<file path="config.mk">
export PLATFORM = sky130hd
export DESIGN_NAME = uudecode_stream_core
export DESIGN_NICKNAME = d
export VERILOG_FILES = /design/src/rtl/core/uud_pkg.sv /design/src/rtl/core/uud_ctrl.sv /design/src/rtl/core/uud_datapath.sv /design/src/rtl/core/uudecode_stream_core.sv
export VERILOG_INCLUDE_DIRS = /design/src /design/src/rtl/core
export SDC_FILE = /design/constraint.sdc
export NUM_CORES = 1
export LEC_CHECK = 0
export BUFFER_PORTS_ARGS = -buffer_cell sky130_fd_sc_hd__buf_2
export CORE_MARGIN = 1
export CORE_UTILIZATION = 30
export CTS_BUF_LIST = sky130_fd_sc_hd__clkbuf_2 sky130_fd_sc_hd__clkbuf_4 sky130_fd_sc_hd__clkbuf_8
export CTS_CLUSTER_DIAMETER = 50
export CTS_CLUSTER_SIZE = 16
export DETAILED_ROUTE_END_ITERATION = 8
export PLACE_DENSITY = 0.41
export SLEW_MARGIN = 20
export SYNTH_ARGS = -nofsm -noshare
export SYNTH_HDL_FRONTEND = slang
export SYNTH_SLANG_ARGS = --single-unit
</file>
<file path="constraint.sdc">
create_clock -name aclk -period 5.75 [get_ports aclk]
set_input_delay 0.575 -clock aclk [delete_from_list [all_inputs] [get_ports aclk]]
set_output_delay 0.575 -clock aclk [all_outputs]
set_load 0.02 [all_outputs]
</file>
<file path="src/rtl/core/uudecode_stream_core_macros.svh">
// assertion macros shared by the uudecode stream core
`ifndef UUDECODE_STREAM_CORE_MACROS_SVH
`define UUDECODE_STREAM_CORE_MACROS_SVH

// same-cycle implication, checked outside reset
`define UUD_ASSERT_NOW(label, ante, cons, msg) \
    label: assert property (@(posedge aclk) disable iff (!aresetn) (ante) |-> (cons)) \
        else $error(msg);

// next-cycle implication, checked outside reset
`define UUD_ASSERT_NEXT(label, ante, cons, msg) \
    label: assert property (@(posedge aclk) disable iff (!aresetn) (ante) |=> (cons)) \
        else $error(msg);

`endif

</file>
<file path="src/rtl/core/uud_pkg.sv">
// shared types, constants and helper functions of the uudecode stream core
package uud_pkg;

    typedef enum logic [1:0] {
        PH_SEEK     = 2'd0,
        PH_SKIPLINE = 2'd1,
        PH_DATA     = 2'd2,
        PH_HALT     = 2'd3
    } phase_t;

    localparam logic [7:0] CHAR_CR     = 8'd13;
    localparam logic [7:0] CHAR_LF     = 8'd10;
    localparam logic [7:0] CHAR_E      = 8'h65;
    localparam logic [7:0] CHAR_N      = 8'h6e;
    localparam logic [7:0] CHAR_D      = 8'h64;
    localparam logic [6:0] POS_MAX     = 7'd127;
    localparam logic [6:0] POS_LAST    = 7'd126;
    localparam logic [6:0] BEGIN_LEN   = 7'd6;
    localparam logic [5:0] FILL_SEXTET = 6'h20;
    localparam logic       KIND_DATA   = 1'b0;
    localparam logic       KIND_END    = 1'b1;

    // controller to datapath
    typedef struct packed {
        logic step;    // apply the accepted input transfer
        logic flush;   // one fill position of a short line
    } uud_cmd_t;

    // datapath to controller
    typedef struct packed {
        logic out_free;     // output register empty or being drained
        logic flush_start;  // current input ends a short data line
        logic flush_more;   // further fill positions follow this one
    } uud_status_t;

    typedef struct packed {
        logic       emit;
        logic [7:0] data;
    } take_t;

    // "begin " keyword character at a line position
    function automatic logic [7:0] begin_char(input logic [2:0] idx);
        logic [7:0] ch;
        case (idx)
            3'd0:    ch = 8'h62;
            3'd1:    ch = 8'h65;
            3'd2:    ch = 8'h67;
            3'd3:    ch = 8'h69;
            3'd4:    ch = 8'h6e;
            default: ch = 8'h20;
        endcase
        return ch;
    endfunction

    // (c - 0x20) & 0x3f
    function automatic logic [5:0] sextet_of(input logic [7:0] c);
        return {~c[5], c[4:0]};
    endfunction

    // combine the held sextet with a new one at line position pos (pos >= 1)
    function automatic take_t take_sextet(input logic [5:0] s, input logic [6:0] pos,
                                          input logic [5:0] held, input logic [5:0] emitted,
                                          input logic [5:0] count);
        take_t      t;
        logic [6:0] pm1;
        pm1    = pos - 7'd1;
        t.emit = (pm1[1:0] != 2'd0) && (emitted < count);
        case (pm1[1:0])
            2'd1:    t.data = {held, s[5:4]};
            2'd2:    t.data = {held[3:0], s[5:2]};
            2'd3:    t.data = {held[1:0], s};
            default: t.data = 8'd0;
        endcase
        return t;
    endfunction

endpackage

</file>
<file path="src/rtl/core/uud_ctrl.sv">
// controller state machine: accepts input transfers and sequences line-end flushes
module uud_ctrl
    import uud_pkg::*;
(
    input  logic        aclk,
    input  logic        aresetn,
    input  logic        s_tvalid,
    output logic        s_tready,
    input  uud_status_t status,
    output uud_cmd_t    cmd
);

    typedef enum logic [1:0] {
        ST_IDLE  = 2'b01,
        ST_FLUSH = 2'b10
    } ctrl_state_t;

    ctrl_state_t state_reg, state_next;

    always_comb begin
        state_next = state_reg;
        s_tready   = 1'b0;
        cmd        = '0;
        case (state_reg)
            ST_IDLE: begin
                s_tready = status.out_free;
                cmd.step = s_tvalid && status.out_free;
                if (cmd.step && status.flush_start) begin
                    state_next = ST_FLUSH;
                end
            end
            ST_FLUSH: begin
                cmd.flush = status.out_free;
                if (status.out_free && !status.flush_more) begin
                    state_next = ST_IDLE;
                end
            end
            default: begin
                state_next = ST_IDLE;
            end
        endcase
    end

    always_ff @(posedge aclk) begin
        if (!aresetn) begin
            state_reg <= ST_IDLE;
        end else begin
            state_reg <= state_next;
        end
    end

endmodule

</file>
<file path="src/rtl/core/uud_datapath.sv">
// datapath: parser state, sextet assembly and the output register
`include "uudecode_stream_core_macros.svh"

module uud_datapath
    import uud_pkg::*;
(
    input  logic        aclk,
    input  logic        aresetn,
    input  uud_cmd_t    cmd,
    output uud_status_t status,
    input  logic [7:0]  char_code,
    input  logic        restart,
    output logic        m_tvalid,
    input  logic        m_tready,
    output logic        result_kind,
    output logic [7:0]  data_byte,
    output logic        last_of_run
);

    phase_t     phase_reg, phase_next;
    logic [6:0] pos_reg, pos_next;
    logic [5:0] cnt_reg, cnt_next;
    logic [5:0] emitted_reg, emitted_next;
    logic [5:0] held_reg, held_next;
    logic       match_reg, match_next;

    logic       valid_reg;
    logic       kind_reg, kind_next;
    logic [7:0] byte_reg, byte_next;
    logic       last_reg, last_next;
    logic       load;

    // state as seen by the current input, after an optional restart
    phase_t     eff_phase;
    logic [6:0] eff_pos;
    logic [5:0] eff_cnt;
    logic [5:0] eff_emitted;
    logic [5:0] eff_held;
    logic       eff_match;
    logic       is_eol;
    logic [5:0] sext;
    take_t      tk_char;
    take_t      tk_fill;
    logic [5:0] fill_emitted;

    assign eff_phase   = restart ? PH_SEEK : phase_reg;
    assign eff_pos     = restart ? 7'd0 : pos_reg;
    assign eff_cnt     = restart ? 6'd0 : cnt_reg;
    assign eff_emitted = restart ? 6'd0 : emitted_reg;
    assign eff_held    = restart ? 6'd0 : held_reg;
    assign eff_match   = restart ? 1'b1 : match_reg;

    assign is_eol = (char_code == CHAR_CR) || (char_code == CHAR_LF);
    assign sext   = sextet_of(char_code);

    assign tk_char = take_sextet(sext, eff_pos, eff_held, eff_emitted, eff_cnt);
    assign tk_fill = take_sextet(FILL_SEXTET, pos_reg, held_reg, emitted_reg, cnt_reg);
    assign fill_emitted = emitted_reg + {5'd0, tk_fill.emit};

    assign status.out_free    = !valid_reg || m_tready;
    assign status.flush_start = is_eol && (eff_pos != 7'd0) && (eff_phase == PH_DATA)
                                && (eff_emitted < eff_cnt) && (eff_pos < POS_MAX);
    assign status.flush_more  = (fill_emitted < cnt_reg) && (pos_reg < POS_LAST);

    always_comb begin
        phase_next   = phase_reg;
        pos_next     = pos_reg;
        cnt_next     = cnt_reg;
        emitted_next = emitted_reg;
        held_next    = held_reg;
        match_next   = match_reg;
        load         = 1'b0;
        kind_next    = KIND_DATA;
        byte_next    = 8'd0;
        last_next    = 1'b1;

        if (cmd.step) begin
            phase_next   = eff_phase;
            pos_next     = eff_pos;
            cnt_next     = eff_cnt;
            emitted_next = eff_emitted;
            held_next    = eff_held;
            match_next   = eff_match;
            if (eff_phase != PH_HALT) begin
                if (is_eol) begin
                    if ((eff_pos != 7'd0) && !status.flush_start) begin
                        if (eff_phase == PH_SKIPLINE) begin
                            phase_next = PH_DATA;
                        end
                        pos_next     = 7'd0;
                        cnt_next     = 6'd0;
                        emitted_next = 6'd0;
                        held_next    = 6'd0;
                        match_next   = 1'b1;
                    end
                end else if (eff_pos < POS_MAX) begin
                    pos_next = eff_pos + 7'd1;
                    if (eff_phase == PH_SEEK) begin
                        if (eff_pos < BEGIN_LEN) begin
                            match_next = eff_match && (char_code == begin_char(eff_pos[2:0]));
                            if (match_next && (eff_pos == BEGIN_LEN - 7'd1)) begin
                                phase_next = PH_SKIPLINE;
                            end
                        end
                    end else if (eff_phase == PH_DATA) begin
                        if (eff_pos == 7'd0) begin
                            match_next   = (char_code == CHAR_E);
                            cnt_next     = sext;
                            emitted_next = 6'd0;
                            if (sext == 6'd0) begin
                                load = 1'b1;
                                kind_next = KIND_END;
                            end
                        end else if ((eff_pos == 7'd2) && eff_match && (char_code == CHAR_D)) begin
                            load      = 1'b1;
                            kind_next = KIND_END;
                        end else begin
                            if ((eff_pos == 7'd1) && (char_code != CHAR_N)) begin
                                match_next = 1'b0;
                            end
                            if (eff_pos == 7'd2) begin
                                match_next = 1'b0;
                            end
                            held_next = sext;
                            if (tk_char.emit) begin
                                load         = 1'b1;
                                byte_next    = tk_char.data;
                                emitted_next = eff_emitted + 6'd1;
                            end
                        end
                        // end marker halts and clears the line
                        if (load && (kind_next == KIND_END)) begin
                            phase_next   = PH_HALT;
                            pos_next     = 7'd0;
                            cnt_next     = 6'd0;
                            emitted_next = 6'd0;
                            held_next    = 6'd0;
                            match_next   = 1'b1;
                        end
                    end
                end
            end
        end else if (cmd.flush) begin
            held_next    = FILL_SEXTET;
            pos_next     = pos_reg + 7'd1;
            emitted_next = fill_emitted;
            if (tk_fill.emit) begin
                load      = 1'b1;
                byte_next = tk_fill.data;
                last_next = !status.flush_more;
            end
            if (!status.flush_more) begin
                pos_next     = 7'd0;
                cnt_next     = 6'd0;
                emitted_next = 6'd0;
                held_next    = 6'd0;
                match_next   = 1'b1;
            end
        end
    end

    always_ff @(posedge aclk) begin
        if (!aresetn) begin
            phase_reg   <= PH_SEEK;
            pos_reg     <= 7'd0;
            cnt_reg     <= 6'd0;
            emitted_reg <= 6'd0;
            held_reg    <= 6'd0;
            match_reg   <= 1'b1;
            valid_reg   <= 1'b0;
        end else begin
            phase_reg   <= phase_next;
            pos_reg     <= pos_next;
            cnt_reg     <= cnt_next;
            emitted_reg <= emitted_next;
            held_reg    <= held_next;
            match_reg   <= match_next;
            if (load) begin
                valid_reg <= 1'b1;
            end else if (m_tready) begin
                valid_reg <= 1'b0;
            end
        end
    end

    always_ff @(posedge aclk) begin
        if (load) begin
            kind_reg <= kind_next;
            byte_reg <= byte_next;
            last_reg <= last_next;
        end
    end

    assign m_tvalid    = valid_reg;
    assign result_kind = kind_reg;
    assign data_byte   = byte_reg;
    assign last_of_run = last_reg;

    `UUD_ASSERT_NOW(a_end_byte_zero, valid_reg && (kind_reg == KIND_END), byte_reg == 8'd0, "end marker carries a nonzero byte")
    `UUD_ASSERT_NOW(a_emitted_bounded, 1'b1, emitted_reg <= cnt_reg, "more bytes emitted than the line count")
    `UUD_ASSERT_NOW(a_halt_clear, phase_reg == PH_HALT, pos_reg == 7'd0, "halted with line state left")
    `UUD_ASSERT_NEXT(a_end_halts, load && (kind_next == KIND_END), phase_reg == PH_HALT, "end marker without halt")

endmodule

</file>
<file path="src/rtl/core/uudecode_stream_core.sv">
// top level of the streaming uudecode core
//
// input channel s_*: one text byte per transfer in s_tdata, s_tuser high restarts the
// parser (back to seeking the begin line) before that byte is handled.
// output channel m_*: one decoded byte per transfer in m_tdata with m_tuser low, or the
// end-of-data marker with m_tuser high and m_tdata zero; m_tlast marks the final result
// caused by one input transfer.
// results: a result is registered and appears on m_* in the cycle after the input transfer
// that causes it; flush results of a short line come out of the flush state after it.
// throughput: one input transfer per cycle while the output side keeps up and no flush
// runs; the single output register frees in the cycle it is taken, so a new byte is
// taken alongside. a line end on a short data line starts a flush that steps one fill
// position a cycle while the output register is free, through a separate fill sextet
// unit, and holds s_tready low meanwhile.
// after the end marker every byte is swallowed until a transfer with restart set.
// reset: synchronous active-low aresetn clears the parser to seeking the begin line and
// empties the output register.
// stall: with m_tready low a pending result holds and s_tready drops until it is taken.
module uudecode_stream_core
    import uud_pkg::*;
(
    input  logic       aclk,
    input  logic       aresetn,
    input  logic       s_tvalid,
    output logic       s_tready,
    input  logic [7:0] s_tdata,   // [7:0] char_code
    input  logic       s_tuser,   // [0] restart
    output logic       m_tvalid,
    input  logic       m_tready,
    output logic [7:0] m_tdata,   // [7:0] data_byte
    output logic       m_tuser,   // [0] result_kind
    output logic       m_tlast
);

    uud_cmd_t    cmd;     // controller commands
    uud_status_t status;  // datapath status

    // sequencing of accepts and flush steps
    uud_ctrl u_ctrl (
        .aclk     (aclk),
        .aresetn  (aresetn),
        .s_tvalid (s_tvalid),
        .s_tready (s_tready),
        .status   (status),
        .cmd      (cmd)
    );

    // parser state, decoding and output register
    uud_datapath u_datapath (
        .aclk        (aclk),
        .aresetn     (aresetn),
        .cmd         (cmd),
        .status      (status),
        .char_code   (s_tdata),
        .restart     (s_tuser),
        .m_tvalid    (m_tvalid),
        .m_tready    (m_tready),
        .result_kind (m_tuser),
        .data_byte   (m_tdata),
        .last_of_run (m_tlast)
    );

endmodule

</file>
Yosys cells after proc, flatten, opt, wreduce, memory -nomap -nowiden. Index checks and enable logic that the tools add are counted.

$add $sub $neg: 6. Magnitude comparators: 6. Equal/unequal tests: 27. Muxes and demuxes: 131. Bitwise operators: 7. Reduce and logical (&&, ||, !) cells: 35.

Operators by type and width (count): $mux 6 (39); $mux 8 (17); $mux 7 (11); $pmux 8 s3 (2); $mux 1 (47); $pmux 7 s5 (1); $mux 2 (13); $lt 6x6->1 (3); $logic_and 1x1->1 (17); $eq 8x4->1 const B (2); $eq 8x7->1 const B (2); $add 7x1->7 const B (2); $lt 7x7->1 const B (2); $eq 2x2->1 const B (6); $eq 2x1->1 const B (4); $eq 8x8->1 (1); $ne 8x7->1 const B (1); $reduce_bool 2->1 (4); $eq 7x1->1 const B (1); $eq 7x2->1 const B (1); $eq 7x3->1 const B (1); $logic_not 7->1 (1); $lt 7x3->1 const B (1); $not 1->1 (7); 18 further kinds (26).

Register bits: 41. Output and inout bits: 12. Word-level logic and storage cells: 223.

Longest topological paths before layout.
Word-level depth: 21. Gate-level depth with buffers: 18.

Modules after synthesis. A second synthesis with hierarchy kept.

Cell total of the unflattened synthesis: 471. Area total of the unflattened synthesis: 3717.3 um^2.

By module, submodules not included: uud_datapath (times used 1, cells each 462, area an instance 3606.0 um^2, sequential area each 880.8 um^2); uud_ctrl (times used 1, cells each 9, area an instance 111.4 um^2, sequential area each 40.0 um^2).

Worst setup path before layout. Ideal clock, no wire load.

Path kind: flip-flop to flip-flop. Start: register u_datapath.cnt_reg[1]. End: register u_datapath.emitted_reg[2]. Library setup time: 86 ps. Arrival time: 3509 ps. Setup slack: 2155 ps. Stages on the path, launching flop included: 19. Path through: dfxtp_1 > inv_1 > ha_1 > a21o_1 > a21oi_1 > o21ai_0 > nor3_1 > ha_1 > ha_1 > nand3_1 > xnor2_1 > ha_1 > a21o_1 > a221oi_2 > o21ai_1 > buf_2 > o311ai_0 > o21ai_0 > a221oi_2.

Word-level cells in the longest chain between the ends: 20. Elaborated cells on any way between the ends: 35. Those cells by class: 1 x add/sub; 3 x order compare; 23 x mux; 8 x reduce/logical.

Ends and longest elaborated chain: start: declaration (line uud_datapath.sv:22) `logic [5:0] cnt_reg, cnt_next;`; start signal: assignment (line uud_datapath.sv:174) `cnt_reg <= cnt_next;`; $mux 6 (line uud_datapath.sv:48) `assign eff_cnt = restart ? 6'd0 : cnt_reg;`; $lt 6x6->1 (line uud_pkg.sv:67, uud_datapath.sv:62); $logic_and 1x1->1 (line uud_pkg.sv:67) `t.emit = (pm1[1:0] != 2'd0) && (emitted < count);`; $mux 1 (line uud_datapath.sv:125) `if (tk_char.emit) begin`; $mux 1 (line uud_datapath.sv:114) `end else if ((eff_pos == 7'd2) && eff_match && (char_code == CHAR_D)) begin`; $mux 1 (line uud_datapath.sv:106) `if (eff_pos == 7'd0) begin`; $mux 1 (line uud_datapath.sv:105) `end else if (eff_phase == PH_DATA) begin`; $mux 1 (line uud_datapath.sv:98) `if (eff_phase == PH_SEEK) begin`; [4 not listed]; $logic_and 1x1->1 (line uud_datapath.sv:132) `if (load && (kind_next == KIND_END)) begin`; $mux 6 (line uud_datapath.sv:132); $mux 6 (line uud_datapath.sv:105); $mux 6 (line uud_datapath.sv:98); $mux 6 (line uud_datapath.sv:96) `end else if (eff_pos < POS_MAX) begin`; $mux 6 (line uud_datapath.sv:85) `if (is_eol) begin`; $mux 6 (line uud_datapath.sv:84) `if (eff_phase != PH_HALT) begin`; $mux 6 (*) (line uud_datapath.sv:77) `if (cmd.step) begin`; end signal: assignment (line uud_datapath.sv:175) `emitted_reg <= emitted_next;`; end: declaration (line uud_datapath.sv:23) `logic [5:0] emitted_reg, emitted_next;`.

Every way passes the cells marked *; elsewhere a longest branch is shown, timed or not. The select of a mux whose other input is x is not followed. A chain may end at the register's enable or synchronous reset.

Worst setup path in the final report.
Start: register u_datapath.cnt_reg[1]. End: register u_datapath.match_reg.

Word-level cells in the longest chain between the ends: 20. Elaborated cells on any way between the ends: 32. Those cells by class: 1 x add/sub; 3 x order compare; 1 x eq/ne; 18 x mux; 9 x reduce/logical.

Ends and longest elaborated chain: $mux 6 (line uud_datapath.sv:48); $lt 6x6->1 (line uud_pkg.sv:67, uud_datapath.sv:62); $logic_and 1x1->1 (line uud_pkg.sv:67); $mux 1 (line uud_datapath.sv:125); $mux 1 (line uud_datapath.sv:114); $mux 1 (line uud_datapath.sv:106); $mux 1 (line uud_datapath.sv:105); $mux 1 (line uud_datapath.sv:98); [4 not listed]; $logic_and 1x1->1 (line uud_datapath.sv:132); $mux 1 (line uud_datapath.sv:132); $mux 1 (line uud_datapath.sv:105); $mux 1 (line uud_datapath.sv:98); $mux 1 (line uud_datapath.sv:96); $mux 1 (line uud_datapath.sv:85); $mux 1 (line uud_datapath.sv:84); $mux 1 (line uud_datapath.sv:77); end signal: assignment (line uud_datapath.sv:177) `match_reg <= match_next;`; end: declaration (line uud_datapath.sv:25) `logic match_reg, match_next;`.

Parallel ways exist; a longest one is shown, timed or not. The select of a mux whose other input is x is not followed.

==> flow_metrics.py <==
metrics = {
    "global_routing": {
        "antenna_found_initial": 0,
        "grt_pass1_wl_mm": 25.29,
        "grt_pass1_vias": 4087,
        "gr-usage-all-layers": 0.2430,
        "grt_start_max_net_pins": 27,
        "overflow": 0,
    },
    "route": {
        "vias_per_cell": 6.360,
        "drcViolationCount": 0,
        "first_pass_iters": 8,
        "drt-initial-drc-count": 544,
        "wirelength_mm": 16.51,
        "vias": 4325,
        "postRouteAntennaNets": 0,
        "wl_per_cell_um": 24.28,
    },
    "setup_path": {
        "max_stage_delay_ns": 0.83,
        "critPathSlowestCell": "o21ai_1",
        "cp-start-kind": "flip-flop",
        "crit_family": "compound AO/OA/AOI/OAI gates",
        "crit_path_end_kind": "flip-flop",
        "required_ns": 6.01,
        "cp_num_buf_inv": 1,
        "critPathMostFrequentCell": "ha_1",
        "path_max_fanout": 13,
        "cp_cell_sequence": "inv_1 > ha_1 > a21o_1 > a21oi_1 > o21ai_0 > nor3_1 > ha_1 > ha_1 > nand3_1 > xnor2_1 > ha_1 > o2111ai_1 > o21ai_1 > nor2_1 > o311a_1 > a221oi_2",
        "cp.arrival_ns": 4.76,
        "r2r_setup_slack_ns": 1.24,
        "crit_type": "flip-flop to flip-flop",
    },
    "logic_synthesis": {
        "syn-cell-area_sq_mm": 0.003998,
        "ys.flop_type": "dfxtp_1",
        "avgSynthCellArea_sq_um": 7.979,
        "ys_ff_latch": 41,
        "syn_inst": 501,
        "yosysUniqueCellTypes": 82,
        "syn_nets": 544,
        "async_flop_share": 0,
        "synth-warning-count": 0,
        "synth_edf_count": 10,
        "synth_seq_area_share": 0.2304,
    },
    "clock_network": {
        "clk_pin_slew_ns": 0.09,
        "insertion_delay_ns": 0.34,
        "cts_buffer_depth": 2,
        "cts_sinks": 41,
        "cts_root_buf": "clkbuf_8",
        "holdBufCountCts": 0,
        "cts-resized-gates": 0,
        "cts_setup_buffers": 0,
        "cts_made_buffers": 5,
        "htree_num_levels": 2,
        "cts_tree": "built",
    },
    "pwr": {
        "power_uw": 626.9,
        "cellPowerDensity_mw_per_mm2": 144.6,
        "p_leak_uw": 0.001577,
        "vdd_drop_max_mv": 0.09648,
    },
    "floorplanning": {
        "die_y_um": 117.4,
        "core_sq_mm": 0.01282,
        "dieArea_sq_mm": 0.01379,
        "ios": 25,
        "row_count": 41,
        "die_w_um": 117.4,
        "start_util": 0.3117,
    },
    "placed_design": {
        "gp_congestion": 0.8923,
        "post-dp-hpwl_mm": 12.39,
        "port-buffer-count": 24,
    },
    "timing": {
        "period_share": 0.7837,
        "drv_slew": 0,
        "finalSetupTns_ns": 0,
        "relSlewSlack": 0.3144,
        "hold_slack_ns": 0.5064,
        "min_period_ns": 4.506,
        "setup_viol": 0,
        "tightest_slew_ns": 1.022,
        "grt_setup_unrepaired": "false",
        "hold_viol": 0,
        "timing.fmax_mhz": 221.9,
        "fin_worst_skew_ns": 0.01201,
    },
    "layout": {
        "multi_input_area_sq_mm": 0.002873,
        "areaGrowthSynthToFinish_pct": 8.451,
        "regArea_sq_um": 920.9,
        "largest_register_ffs": 8,
        "n_fill_cell": 1372,
        "diodes": 0,
        "final_nets": 550,
        "drive_gt1_frac": 0.1260,
    },
    "run": {
        "drv_cap": 0,
    },
    "outcome": {
        "outcome": "finished clean",
    },
    "worst_hold_path": {
        "min_path_type": "flip-flop to flip-flop",
    },
}
[placed cells by master (no fill, tap or decap), drive strengths merged, types with 10 or more instances in the layout]
cell type,count
a21oi,29
a31oi,10
and3,11
buf,31
dfxtp,31
edfxtp,10
ha,30
inv,18
nand2,42
nand3,23
nor2,32
nor2b,12
nor3,10
nor4,14
o21ai,32
[per-layer routing]
| metal | routed length (um) | up-vias | GRT usage |
|---|---|---|---|
| li1 | - | 1993 | - |
| met1 | 7415 | 2091 | 0.3226 |
| met2 | 7573 | 203 | 0.3931 |
| met3 | 895 | 38 | 0.03016 |
| met4 | 622 | 0 | 0.1055 |
| met5 | 0 | - | 0 |
[synthesized netlist by cell type, types with 5 or more instances]
| cell type | instances | area share |
|---|---|---|
| a211oi_1 | 8 | 0.015 |
| a21o_1 | 6 | 0.011 |
| a21oi_1 | 26 | 0.033 |
| a222oi_1 | 9 | 0.023 |
| a31oi_1 | 10 | 0.016 |
| a32oi_1 | 9 | 0.020 |
| and2_1 | 6 | 0.0094 |
| and3_1 | 11 | 0.017 |
| buf_2 | 7 | 0.0088 |
| clkbuf_1 | 22 | 0.021 |
| dfxtp_1 | 31 | 0.16 |
| edfxtp_1 | 10 | 0.075 |
| ha_1 | 30 | 0.094 |
| inv_1 | 17 | 0.016 |
| nand2_1 | 42 | 0.039 |
| nand2b_1 | 6 | 0.0094 |
| nand3_1 | 23 | 0.029 |
| nand4_1 | 7 | 0.011 |
| nor2_1 | 32 | 0.030 |
| nor2b_1 | 12 | 0.019 |
| nor3_1 | 10 | 0.013 |
| nor4_1 | 11 | 0.017 |
| o2111ai_1 | 5 | 0.011 |
| o211ai_1 | 5 | 0.0094 |
| o21ai_0 | 25 | 0.031 |
| o21ai_1 | 5 | 0.0063 |
| o22ai_1 | 8 | 0.013 |
| xor2_1 | 5 | 0.011 |
[report_power, final]
group | total [uW] | switching [uW] | internal, uW | leakage (uW)
logic | 114 | 80.5 | 33.4 | 0.00119
clock network | 212 | 128 | 84.3 | 0.0000455
registers | 301 | 4.48 | 296 | 0.000338
total | 627 | 213 | 414 | 0.00158
[worst reg2reg max path, delay by kind of cell, from the launching register on]
kind,cells,cell delay [ns]
AOI/OAI and AO/OA,7,2.16
xor gates and xnor gates,1,0.17
adders and majority gates,4,1.10
buffers and inverters,1,0.08
DFF,1,0.39
and+or+nand+nor,3,0.53
[cell families (layout without fill, tap and decap cells)]
group,Yosys count,in the layout,share of synthesized area
XOR/XNOR,7,7,0.01534
adder cells (fa/ha/maj),30,30,0.09390
AND/OR/NAND/NOR,193,193,0.2720
flip-flops,41,41,0.2304
AO/OA/AOI/OAI,177,177,0.3293
multiplexers,3,3,0.008137
buffers and inverters,50,57,0.05102
[final timing paths]
kind | startpoint | to | depth (start not counted)
setup / recovery | u_datapath.cnt_reg[1] | u_datapath.match_reg | 16
hold / removal | u_datapath.cnt_reg[4] | u_datapath.cnt_reg[4] | 2
setup reg to reg | u_datapath.cnt_reg[1] | u_datapath.match_reg | 16
hold reg to reg | u_datapath.cnt_reg[4] | u_datapath.cnt_reg[4] | 2
[area by class of cell]
| class | instances | area share |
|---|---|---|
| inverter | 18 | 0.01558 |
| timing repair buffer | 31 | 0.03983 |
| sequential | 41 | 0.2124 |
| clock inverter | 3 | 0.004040 |
| multi-input combinational | 410 | 0.6626 |
| clock buffer | 5 | 0.01587 |
| tap | 172 | 0.04964 |
[metrics by stage]
stage	cell area [sq um]	setup slack, ns	instances	util
2_1_floorplan	3998	2.155	501	-
3_3_place_gp	4249	1.531	672	0.3313
3_5_place_dp	4249	1.424	672	0.3313
4_1_cts	4335	1.373	680	0.3380
5_1_grt	4335	0.9938	680	0.3380
6_report	4335	1.244	680	0.3380
(Power assumes the default switching activity.)
